<file path="src/sv/blinn_phong_shader_assert.svh">
// Assertion macros for the shader block.
`ifndef BLINN_PHONG_SHADER_ASSERT_SVH
`define BLINN_PHONG_SHADER_ASSERT_SVH

`ifndef SYNTHESIS
`define BPS_ASSERT_IMPL(label, clk, rst_n, cond, expr) \
	label: assert property (@(posedge clk) disable iff (!rst_n) (cond) |-> (expr)) \
		else $error("assertion failed");
`define BPS_ASSERT_NEXT(label, clk, rst_n, cond, expr) \
	label: assert property (@(posedge clk) disable iff (!rst_n) (cond) |=> (expr)) \
		else $error("assertion failed");
`else
`define BPS_ASSERT_IMPL(label, clk, rst_n, cond, expr)
`define BPS_ASSERT_NEXT(label, clk, rst_n, cond, expr)
`endif

`endif

</file>
<file path="src/sv/bps_isqrt.sv">
// Pipelined floor square root, one result bit per stage.
module bps_isqrt #(
	parameter int X_W = 50,
	parameter int SIDE_W = 8
) (
	input  logic                clk,
	input  logic                arst_n,
	input  logic                adv,
	input  logic                in_valid,
	input  logic [X_W-1:0]      x_in,
	input  logic [SIDE_W-1:0]   side_in,
	output logic                out_valid,
	output logic [X_W/2-1:0]    root,
	output logic [SIDE_W-1:0]   side_out
);
	localparam int K = X_W / 2;

	logic              valid_s [0:K];
	logic [X_W-1:0]    x_s     [0:K];
	logic [X_W-1:0]    r_s     [0:K];
	logic [SIDE_W-1:0] side_s  [0:K];

	always_ff @(posedge clk or negedge arst_n) begin
		if (!arst_n) begin
			valid_s[0] <= 1'b0;
		end else if (adv) begin
			valid_s[0] <= in_valid;
		end
	end

	always_ff @(posedge clk) begin
		if (adv) begin
			x_s[0]    <= x_in;
			r_s[0]    <= '0;
			side_s[0] <= side_in;
		end
	end

	for (genvar k = 0; k < K; k++) begin : g_stage
		localparam logic [X_W:0] BIT = (X_W+1)'(1) << (X_W - 2 - 2 * k);
		logic [X_W:0] trial;
		assign trial = {1'b0, r_s[k]} + BIT;

		always_ff @(posedge clk or negedge arst_n) begin
			if (!arst_n) begin
				valid_s[k+1] <= 1'b0;
			end else if (adv) begin
				valid_s[k+1] <= valid_s[k];
			end
		end

		always_ff @(posedge clk) begin
			if (adv) begin
				if ({1'b0, x_s[k]} >= trial) begin
					x_s[k+1] <= X_W'({1'b0, x_s[k]} - trial);
					r_s[k+1] <= X_W'(({1'b0, r_s[k]} >> 1) + BIT);
				end else begin
					x_s[k+1] <= x_s[k];
					r_s[k+1] <= r_s[k] >> 1;
				end
				side_s[k+1] <= side_s[k];
			end
		end
	end

	assign out_valid = valid_s[K];
	assign root      = r_s[K][X_W/2-1:0];
	assign side_out  = side_s[K];
endmodule

</file>
<file path="config.mk">
export PLATFORM = sky130hd
export DESIGN_NAME = bps_isqrt
export DESIGN_NICKNAME = d
export VERILOG_FILES = /design/src/sv/blinn_phong_shader_assert.svh /design/src/sv/bps_isqrt.sv
export SDC_FILE = /design/constraint.sdc
export NUM_CORES = 2
export LEC_CHECK = 0
export BUFFER_PORTS_ARGS = -buffer_cell sky130_fd_sc_hd__buf_2
export CAP_MARGIN = 20
export CELL_PAD_IN_SITES_DETAIL_PLACEMENT = 1
export CELL_PAD_IN_SITES_GLOBAL_PLACEMENT = 2
export CORE_MARGIN = 3
export CORE_UTILIZATION = 25
export CTS_CLUSTER_DIAMETER = 100
export CTS_CLUSTER_SIZE = 20
export DETAILED_ROUTE_END_ITERATION = 8
export PLACE_DENSITY_LB_ADDON = 0.1
export SYNTH_ARGS = -nofsm -noshare
export SYNTH_HDL_FRONTEND = slang
export SYNTH_SLANG_ARGS = --single-unit
</file>
<file path="constraint.sdc">
create_clock -name clk -period 7.9 [get_ports clk]
set_input_delay 0.79 -clock clk [delete_from_list [all_inputs] [get_ports clk]]
set_output_delay 0.79 -clock clk [all_outputs]
set_load 0.02 [all_outputs]
</file>
Word-level counts from Yosys, hierarchy flattened
Memory sizes are Yosys's and may differ from the RTL's.
Index checks and enable logic that the tools add are counted.

storage, ports and cells
  register bits after elaboration = 26
  bits in writable memories = 2808
  input bits = 62
  output and inout bits = 34
  logic and storage cells = 381
  memories = 3

memory list
  memory  words  bits a word  rd ports  clocked after Yosys merged registers in  write ports  RTL line         RTL
  r_s     26     50           26        0                                        26           bps_isqrt.sv:20  logic [X_W-1:0] r_s [0:K];
  x_s     26     50           25        0                                        26           bps_isqrt.sv:19  logic [X_W-1:0] x_s [0:K];
  side_s  26     8            26        0                                        26           bps_isqrt.sv:21  logic [SIDE_W-1:0] side_s [0:K];

cells by class
  add/sub/neg operators = 75
  $lt $le $gt $ge = 25
  multiplexer cells = 202
  bitwise logic cells = 50

operators by type and width
  operator                                         number
  two-way mux 50 bit                               50
  >= comparator 50 x 51 -> 1 bit                   25
  subtractor 50 bit                                25
  two-way mux 1 bit                                152
  adder 50 x 1 -> 51 bit (second input constant)   1
  adder 50 x 11 -> 51 bit (second input constant)  1
  adder 50 x 13 -> 51 bit (second input constant)  1
  adder 50 x 15 -> 51 bit (second input constant)  1
  adder 50 x 17 -> 51 bit (second input constant)  1
  adder 50 x 19 -> 51 bit (second input constant)  1
  adder 50 x 21 -> 51 bit (second input constant)  1
  adder 50 x 23 -> 51 bit (second input constant)  1
  adder 50 x 25 -> 51 bit (second input constant)  1
  adder 50 x 27 -> 51 bit (second input constant)  1
  adder 50 x 29 -> 51 bit (second input constant)  1
  adder 50 x 3 -> 51 bit (second input constant)   1
  adder 50 x 31 -> 51 bit (second input constant)  1
  adder 50 x 33 -> 51 bit (second input constant)  1
  adder 50 x 35 -> 51 bit (second input constant)  1
  adder 50 x 37 -> 51 bit (second input constant)  1
  adder 50 x 39 -> 51 bit (second input constant)  1
  adder 50 x 41 -> 51 bit (second input constant)  1
  adder 50 x 43 -> 51 bit (second input constant)  1
  adder 50 x 45 -> 51 bit (second input constant)  1
  31 further kinds                                 80

Depth between registers and ports, before layout
  word-level depth = 6
  gate-level depth with buffers = 13
  depth with buffers taken out = 11

Worst setup path before layout
No wires, ideal clock.

  path type = input -> register
  start point = input port adv
  end point = memory r_s[20][10], enable pin
  setup time = 0.453 ns
  arrival = 3.262 ns
  required time = 7.447 ns
  slack = 4.185 ns
  cell stages on the path = 3
  path buffers = 3
  path through = clkbuf_1 clkbuf_1 clkbuf_1

RTL lines
  element          RTL line         RTL
  start, declared  bps_isqrt.sv:8   input logic adv,
  end, declared    bps_isqrt.sv:20

==> metrics <==
FILL cells=34800; clk slew on worst S/H paths=0.08 ns; IO Port Bufs=95; design area=91800 sq um; period utilization=0.571; number of flops mapped to enable cells by yosys=1783; clock buffer depth=4; worst r2r src=r_s[23][4]; Placer Congestion=0.794; Residual DRC=0; worst skew pair latency=0.89 ns; CP startpoint=r_s[23][4]; RSZ-0062 raised after global routing=false; Sink Count=1809; largest net degree at the start of global routing=157; initial DRC count=2942; cts repair resizes=0; Power, Total=23.4 mW; FP Rows=209; total grt overflow=0; Cell Area, Synth=81600 sq um; Via density=4.48; setup slack, reg-to-reg=3.39 ns; nets=6694; Initial DRT Pass Iterations=5; CTS Buf Count=122; Slew @ Worst Pin=1.15 ns; final setup vio count=0; Worst path slowest cell=o31ai_1; Sw Ratio=0.294; Worst Hold End=x_s[0][16]; critical path cell sequence=inv_1 -> ha_1 -> o21ai_0 -> a22oi_1 -> o311a_1 -> a31oi_1 -> o31ai_1 -> nor2_2 -> buf_4 -> nor3b_1 -> nand3_1 -> xnor2_1; initial antenna violation count=8; Post-synth top flop=edfxtp_1; most frequent cells in the layout=edfxtp_1, inv_1, nand2_1; Fin. Hold Viols=0; Top-Level Pins=96; Die Ht=577 um; clock share of power=0.278; fmax=222 MHz; most common cell after layout, fill and taps aside=edfxtp_1; Hold Path Stages=1; CP Data Required Time=8.50 ns; core area=325000 sq um; H-tree lvl count=3; Top delay family on crit path=compound AO/OA/AOI/OAI gates; first-pass GRT wire length=336000 um; TritonCTS clock tree=done; post-synthesis sequential area ratio=0.664; sw power=6.89 mW; Largest stage delay, worst path=0.85 ns; Synth Net Count=6499; die footprint=333000 sq um; Max Cap Viol=0; Int Pwr=16.5 mW; clock root cell=clkbuf_16; all-layer global routing usage=0.133; CP Class=flip-flop to flip-flop; Mapped Avg Cell Area=13.4 sq um; Seq pwr share=0.546; fin. max-slew vios=0; CP Capture Type=flip-flop; Layout area overhead=12.5%; capturing point of the worst reg2reg path=x_s[1][438]; Arr. time, crit path=5.11 ns; postcts setup bufs=0; starting density of the core=0.251; DRT antenna net count=0; Die W=577 um; # hold bufs at CTS=57; max_slew headroom=0.228; Min-Delay Path Class=primary input to flip-flop; Critical Path Stages=12; VDD IR max=0.216 mV; R2R cell count=12; Async SR Flop Fraction=0.0144; Avg WL per Cell=21.2 um; HP Start=x_in[16]; crit path time final=4.51 ns; Seq cells post-synth=1809; share of cells above drive strength 1=0.0740; Placed Instance Area=87500 sq um; Comb power frac=0.177; PwrDens=255 nW/um^2; startpoint types=flip-flop; vias in the first global route=50300; overall routed net length=226000 um; HPWL after DPL=171000 um; crit path buf inv count=2; worst clock skew=0.0917 ns; Mapped Cells=6090; crit-path max FO=47; setup TNS=0 ns; post-synth cell types=87; DR vias=47800; Leakage=32.9 nW; Synth Warn #=0; status=completed
==> cells by family after synthesis <==
kind of cell | share of synthesized area
xor+xnor | 0.0550
buf+inv | 0.0265
compound gates | 0.0805
fa+ha+maj | 0.0532
simple gates | 0.110
mux | 0.0103
flops | 0.664
==> per-stage QoR <==
stage | hold slack, ns | worst slack (ns) | utilization | instances
6_report | 0.101 | 3.39 | 0.283 | 10700
5_1_grt | 0.00434 | 2.93 | 0.283 | 10700
3_3_place_gp | 0.401 | 3.51 | 0.269 | 10400
2_1_floorplan | 0.400 | 4.19 | - | 6090
3_5_place_dp | 0.405 | 3.40 | 0.270 | 10400
4_1_cts | 0.00523 | 3.38 | 0.283 | 10700
==> how the worst max path moves through the flow <==
stage,slack (ns),to
2_1_floorplan,4.19,r_s[20][10]
3_3_place_gp,3.51,x_s[1][245]
3_5_place_dp,3.40,x_s[1][434]
4_1_cts,3.38,x_s[1][434]
5_1_grt,2.93,x_s[1][434]
6_report,3.39,x_s[1][438]
==> worst reg2reg max path, stage by stage, from the launching register on <==
cell	delay (ns)
edfxtp_1	0.36
inv_1	0.06
ha_1	0.33
o21ai_0	0.14
a22oi_1	0.43
o311a_1	0.40
a31oi_1	0.25
o31ai_1	0.85
nor2_2	0.07
buf_4	0.30
nor3b_1	0.71
nand3_1	0.20
xnor2_1	0.16
==> power groups by stage <==
stage	clock, mW	combinational (mW)	sequential (mW)
after floorplan	0	2.96	12.5
after global placement	0	4.16	13.0
after detailed placement	0	4.16	13.0
after CTS	6.87	4.22	12.8
after global routing	7.18	4.67	12.9
final	6.50	4.14	12.8
==> state kept, by name, summed over array words and instances (netlist names) <==
signal and cells:
out_valid 1, x_s 1250, r_s 325, side_s 208, valid_s 25
==> cell type report <==
cell class                      instances  area, sq um  share of cell area
Antenna cell                            5         12.5            0.000136
Clock buffer                          127         3090              0.0337
Clock inverter                         54          574             0.00626
Inverter                              433         1630              0.0177
Multi-Input combinational cell       3707        25300               0.275
Sequential cell                      1809        54200               0.591
Tap cell                             4325         5410              0.0590
Timing Repair Buffer                  212         1580              0.0172
==> per-layer routing <==
| layer | track usage | vias to the layer above | share of wire |
|---|---|---|---|
| met4 | 0.0260 | 0 | 0.019 |
| met2 | 0.224 | 394 | 0.48 |
| met1 | 0.185 | 24100 | 0.48 |
| met5 | 0 | - | 0 |
| met3 | 0.0147 | 190 | 0.022 |
| li1 | - | 23100 | - |
==> synthesized netlist by cell type (20+ instances only) <==
library cell	number	area, sq um
nand3b_1	25	188
ha_1	347	4340
nand4b_1	20	175
inv_1	433	1630
nor2_1	321	1200
edfxtp_1	1783	53500
a31oi_1	29	181
nand3_1	100	500
mux2_2	61	687
nor3_1	169	846
o21a_1	71	533
or4_1	44	330
and3_1	30	188
or3_1	52	325
xnor2_1	256	2240
nand2b_1	76	475
or2_2	30	188
clkbuf_1	127	477
a21oi_1	292	1460
o31ai_1	28	210
a211oi_1	23	173
nand4_1	86	538
dfrtp_1	26	651
nor4b_1	28	245
nand2_1	406	1520
nor4_1	203	1270
o21ai_0	324	1620
xor2_1	256	2240
nor2b_1	48	300
a21o_1	127	953
Power figures use the tool's default switching activity.
