File: src/sv/blinn_phong_shader_assert.svh
// Assertion macros for the shader block.
`ifndef BLINN_PHONG_SHADER_ASSERT_SVH
`define BLINN_PHONG_SHADER_ASSERT_SVH

`ifndef SYNTHESIS
`define BPS_ASSERT_IMPL(label, clk, rst_n, cond, expr) \
	label: assert property (@(posedge clk) disable iff (!rst_n) (cond) |-> (expr)) \
		else $error("assertion failed");
`define BPS_ASSERT_NEXT(label, clk, rst_n, cond, expr) \
	label: assert property (@(posedge clk) disable iff (!rst_n) (cond) |=> (expr)) \
		else $error("assertion failed");
`else
`define BPS_ASSERT_IMPL(label, clk, rst_n, cond, expr)
`define BPS_ASSERT_NEXT(label, clk, rst_n, cond, expr)
`endif

`endif

File: src/sv/bps_div.sv
// Pipelined restoring divider with overflow flag, one quotient bit per stage.
module bps_div #(
	parameter int N_W = 58,
	parameter int D_W = 49,
	parameter int Q_W = 16,
	parameter int SIDE_W = 8
) (
	input  logic               clk,
	input  logic               arst_n,
	input  logic               adv,
	input  logic               in_valid,
	input  logic [N_W-1:0]     num,
	input  logic [D_W-1:0]     den,
	input  logic [SIDE_W-1:0]  side_in,
	output logic               out_valid,
	output logic [Q_W-1:0]     quot,
	output logic               ovf,
	output logic [SIDE_W-1:0]  side_out
);
	localparam int C_W = (N_W > D_W) ? N_W : D_W;

	logic              valid_s [0:Q_W];
	logic [D_W-1:0]    rem_s   [0:Q_W];
	logic [Q_W-1:0]    low_s   [0:Q_W];
	logic [Q_W-1:0]    q_s     [0:Q_W];
	logic [D_W-1:0]    den_s   [0:Q_W];
	logic              ovf_s   [0:Q_W];
	logic [SIDE_W-1:0] side_s  [0:Q_W];

	logic [C_W-1:0] hi_c;
	logic           ovf_c;
	assign hi_c  = C_W'(num >> Q_W);
	assign ovf_c = hi_c >= C_W'(den);

	always_ff @(posedge clk or negedge arst_n) begin
		if (!arst_n) begin
			valid_s[0] <= 1'b0;
		end else if (adv) begin
			valid_s[0] <= in_valid;
		end
	end

	always_ff @(posedge clk) begin
		if (adv) begin
			rem_s[0]  <= ovf_c ? '0 : D_W'(hi_c);
			low_s[0]  <= num[Q_W-1:0];
			q_s[0]    <= '0;
			den_s[0]  <= den;
			ovf_s[0]  <= ovf_c;
			side_s[0] <= side_in;
		end
	end

	for (genvar k = 0; k < Q_W; k++) begin : g_stage
		logic [D_W:0] t;
		logic         ge;
		assign t  = {rem_s[k], low_s[k][Q_W-1]};
		assign ge = t >= {1'b0, den_s[k]};

		always_ff @(posedge clk or negedge arst_n) begin
			if (!arst_n) begin
				valid_s[k+1] <= 1'b0;
			end else if (adv) begin
				valid_s[k+1] <= valid_s[k];
			end
		end

		always_ff @(posedge clk) begin
			if (adv) begin
				rem_s[k+1]  <= ge ? D_W'(t - {1'b0, den_s[k]}) : D_W'(t);
				low_s[k+1]  <= low_s[k] << 1;
				q_s[k+1]    <= {q_s[k][Q_W-2:0], ge};
				den_s[k+1]  <= den_s[k];
				ovf_s[k+1]  <= ovf_s[k];
				side_s[k+1] <= side_s[k];
			end
		end
	end

	assign out_valid = valid_s[Q_W];
	assign quot      = q_s[Q_W];
	assign ovf       = ovf_s[Q_W];
	assign side_out  = side_s[Q_W];
endmodule

File: config.mk
export PLATFORM = sky130hd
export DESIGN_NAME = bps_div
export DESIGN_NICKNAME = d
export VERILOG_FILES = /design/src/sv/blinn_phong_shader_assert.svh /design/src/sv/bps_div.sv
export SDC_FILE = /design/constraint.sdc
export NUM_CORES = 2
export LEC_CHECK = 0
export BUFFER_PORTS_ARGS = -buffer_cell sky130_fd_sc_hd__buf_2
export CAP_MARGIN = 30
export CORE_MARGIN = 10
export CORE_UTILIZATION = 35
export CTS_BUF_LIST = sky130_fd_sc_hd__clkbuf_8
export DETAILED_ROUTE_END_ITERATION = 10
export PLACE_DENSITY = 0.59
export SYNTH_ARGS = -nofsm -noshare
export SYNTH_HDL_FRONTEND = slang
export SYNTH_SLANG_ARGS = --single-unit
export TNS_END_PERCENT = 20
File: constraint.sdc
create_clock -name clk -period 5.8 [get_ports clk]
set_input_delay 0 -clock clk [delete_from_list [all_inputs] [get_ports clk]]
set_output_delay 0 -clock clk [all_outputs]
set_load 0.02 [all_outputs]
### Word-level counts from Yosys, hierarchy flattened

Memory sizes are Yosys's and may differ from the RTL's.
Index checks and enable logic that the tools add are counted.

| word-level totals | value |
|---|---|
| register bits after elaboration | 17 |
| memory bits (writable) | 2363 |
| bits of input ports | 119 |
| output and inout port bits | 26 |
| logic and storage cells | 75 |
| memories | 6 |

Memories:

| name | words | width | read ports | clocked after Yosys merged registers in | write ports | RTL line | RTL |
|---|---|---|---|---|---|---|---|
| den_s | 17 | 49 | 16 | 0 | 17 | bps_div.sv:26 | `logic [D_W-1:0] den_s [0:Q_W];` |
| rem_s | 17 | 49 | 16 | 0 | 17 | bps_div.sv:23 | `logic [D_W-1:0] rem_s [0:Q_W];` |
| low_s | 17 | 16 | 16 | 0 | 17 | bps_div.sv:24 | `logic [Q_W-1:0] low_s [0:Q_W];` |
| q_s | 17 | 16 | 17 | 0 | 17 | bps_div.sv:25 | `logic [Q_W-1:0] q_s [0:Q_W];` |
| side_s | 17 | 8 | 17 | 0 | 17 | bps_div.sv:28 | `logic [SIDE_W-1:0] side_s [0:Q_W];` |
| ovf_s | 17 | 1 | 17 | 0 | 17 | bps_div.sv:27 | `logic ovf_s [0:Q_W];` |

| cells by class | value |
|---|---|
| add/subtract/negate cells | 16 |
| order comparisons | 17 |
| multiplexer cells | 19 |

Operators with widths:

| operator | number |
|---|---|
| $ge A50 B49 Y1 | 16 |
| $mux W49 | 16 |
| $sub A49 B49 Y49 | 16 |
| $ge A42 B49 Y1 | 1 |
| $mux W42 | 1 |
| $mux W1 | 2 |

### Logic depth before layout (Yosys ltp)

An unclocked memory read counts as a cell.

| logic depth | value |
|---|---|
| word-level depth | 3 |
| gate-level depth with buffers | 19 |
| gate-level depth less buffers | 16 |

### Worst setup path after synthesis

No wires, ideal clock.

| path | value |
|---|---|
| path kind | register to register |
| start point | memory low_s[4][15] (netlist: low_s[0][79]) |
| end point | memory rem_s[5][1] (netlist: rem_s[0][246]) (data pin) |
| arrival | 3.835 ns |
| path slack | 1.704 ns |
| stages on the path, launching flop included | 18 |
| period minus slack after synthesis | 4.096 ns |
| path through | edfxtp_1 inv_1 ha_1 inv_1 fa_1 a21o_1 a21oi_2 o21ai_2 a311oi_2 o21ai_2 o31a_1 a221o_1 a221oi_4 o41ai_2 a31o_1 buf_2 buf_6 mux2_4 |

RTL lines:

| what | RTL line |
|---|---|
| start, declared | bps_div.sv:24 |
| end, declared | bps_div.sv:23 |

==> out/summary.txt <==
outcome: completed
Core Box Area: 0.321 mm²
CTS tree: built
clk sinks: 2003
Max Cap Viol: 0
EDFF count, synth: 1986
Final Util: 40.1%
main flop type after synthesis: edfxtp_1
clock skew: 0.0790 ns
r2r endpoint: rem_s[0][55]
min Tclk post-route: 5.45 ns
CTS resizes: 0
Setup TNS: 0 ns
post-synthesis sequential area ratio: 53.3%
Syn Inst Count: 10.2k
CP arrival: 6.26 ns
reg-to-reg startpoint: low_s[0][15]
Final setup viols: 0
Setup crit start kind: flip-flop
Vias: 78.9k
Pwr Total: 64800 µW
Layout area overhead: 14.1%
Worst Setup EP: rem_s[0][55]
DR vias/cell: 5.14
worst min path class: in -> reg
VDD IR max: 0.256 mV
sw power: 25300 µW
I/O pin count: 145
clock buffer count from CTS: 370
clk slew on worst S/H paths: 0.06 ns
drt first pass iters: 6
worst reg2reg path depth: 17
crit-path max FO: 51
dpl hpwl: 238000 µm
filler instances: 30.2k
sw frac: 39.0%
CP Capture Type: flip-flop
Slew Limit Headroom: 20.1%
clock share of power: 20.6%
syn nets: 11.2k
post-route ant nets: 0
Final Hold Fails: 0
Flop pwr share: 35.3%
worst slew pin tran: 1.20 ns
initial antenna violation count: 8
Initial Util: 35.1%
power per cell area: 504 mW/mm²
Die X: 588 µm
average size of a mapped cell: 11.1 µm²
reg-to-reg setup timing slack: 0.35 ns
CTS Hold Bufs: 271
Overflow after GRT: 0
Comb pwr share: 44.1%
synth warn: 0
layout cell share with drive strength beyond 1: 9.54%
#FFs+latches synth: 2003
drt total wl: 310000 µm
critical path required time: 6.61 ns
Layout Cells excl Fill: 15.3k
number of global-route vias before repair: 81.0k
asr flop ratio synth: 0.849%
clock root cell: clkbuf_8
crit path from: low_s[0][15]
Max Clk Rate: 183 MHz
first-pass GRT wire length: 470000 µm
Skew-Pair Late Insertion Delay: 1.07 ns
RSZ-0062 raised after global routing: false
P_int: 39500 µW
period utilization: 94.0%
Max clock buf depth: 4
Die Ht: 588 µm
Distinct cells, synth: 91
CP Class: reg -> reg
maximum number of pins on one net before global-route repair: 191
Slew Viols, Final: 0
Netlist Area Pre-Place: 0.113 mm²
Row Count: 208
postcts setup bufs: 0
initial DRC count: 4953
WL/cell: 20.2 µm
Total Routing Usage GR: 17.2%
Net count, final: 11.7k
DRC: 0
H-tree depth: 5
Inst Count DP: 14.4k
die area: 0.345 mm²
# port buffers: 144
routability cong.: 0.996
static leakage: 0.0531 µW
-- synth_stat cells (118+ instances only) --
master    count  area share [%]
nand2_1     737             2.5
o21ai_0     693             3.1
ha_1        820             9.1
clkbuf_1    289            0.96
nor2_1      525             1.7
mux2_2      211             2.1
xor2_1      277             2.2
nand4_1     159            0.88
xnor2_1     381             3.0
inv_1      1003             3.3
edfxtp_1   1986              53
nor2b_1     118            0.65
nand3_1     161            0.71
a21o_1      549             3.7
a21oi_1     938             4.2
-- placed cells by master (no fill, tap or decap), types with 118 or more instances in the layout --
master,instances
xor2_1,277
edfxtp_1,1986
o21ai_0,692
dlygate4sd3_1,270
nand2_1,737
nor2_1,525
mux2_2,211
nand3_1,161
inv_1,1083
nand4_1,159
ha_1,820
a21oi_1,937
a21o_1,549
clkbuf_8,378
nor2b_1,118
buf_2,143
xnor2_1,381
-- state kept, by name, indices dropped and copies added, names as in the netlist --
name       cells
den_s        784
low_s        136
out_valid      1
ovf_s         17
q_s          136
rem_s        777
side_s       136
valid_s       16
-- cells by family (layout without fill, tap and decap cells) --
kind of cell / after synthesis / after routing / share of synthesized area, %
compound gates: 2918 / 2918 / 16.1
xor+xnor: 658 / 658 / 5.11
fa+ha+maj: 835 / 835 / 9.36
buf+inv: 1358 / 2200 / 4.62
flops: 2003 / 2003 / 53.3
mux: 237 / 237 / 2.40
other cells: 0 / 4 / 0
simple gates: 2187 / 2187 / 9.17
-- how the worst min path moves through the flow --
stage	startpoint	end	slack [ns]	depth (start not counted)
6_report	num[5]	low_s[0][5]	0.18	3
5_1_grt	side_in[1]	side_s[0][1]	0.10	3
4_1_cts	side_in[5]	side_s[0][5]	0.02	3
3_5_place_dp	arst_n	out_valid	-0.05	1
3_3_place_gp	arst_n	out_valid	-0.07	1
2_1_floorplan	arst_n	out_valid	-0.30	0
-- stage by stage --
step	worst slack [ns]	hold WS, ns	cell area, µm²
after detailed placement	0.348	-0.0502	119000
after floorplan	1.70	-0.296	113000
final	0.350	0.175	129000
after global routing	0.121	0.100	129000
after global placement	0.362	-0.0650	119000
after CTS	0.317	0.0214	129000
-- per-layer routing --
layer  part of all wire [%]  vias up  track usage (%)  routed length (µm)
met5                 0.0074        -                0                  23
met4                    9.5        4             13.7               29400
met3                    3.4      917             2.30               10600
met2                     50     2021             31.2              155000
met1                     37    37500             17.6              115000
li1                       -    38500                -                   -
-- power groups by stage --
| stage | clock network [µW] | logic (µW) | registers, µW |
|---|---|---|---|
| after floorplan | 0 | 20900 | 21800 |
| after global placement | 0 | 27700 | 23300 |
| after detailed placement | 0 | 28100 | 23200 |
| after CTS | 13900 | 28400 | 22900 |
| after global routing | 14500 | 31600 | 23100 |
| final | 13300 | 28600 | 22900 |
-- critical path, cell delays in order (launching register included) --
cell      delay [ns]
edfxtp_1        0.37
inv_1           0.06
ha_1            0.22
fa_1            0.41
nor2b_1         0.14
o21a_1          0.13
o21ai_0         0.15
a21oi_1         0.50
o21ai_1         0.22
o32ai_1         0.58
buf_4           0.27
o31ai_1         0.14
o31ai_1         0.24
buf_4           0.18
nor4b_1         0.59
a31o_2          0.28
buf_12          0.24
mux2_2          0.40
-- final cells by class --
class | count | area, µm² | share of cell area, %
multi-input cells | 6835 | 47600 | 37.0
repair buffers | 528 | 4660 | 3.62
diodes | 4 | 10.0 | 0.00778
clock inverters | 291 | 1970 | 1.53
inverters | 1003 | 3760 | 2.93
well taps | 4305 | 5390 | 4.19
clock buffers | 378 | 5200 | 4.04
flip-flops and latches | 2003 | 60100 | 46.7
Power figures use the tool's default switching activity.
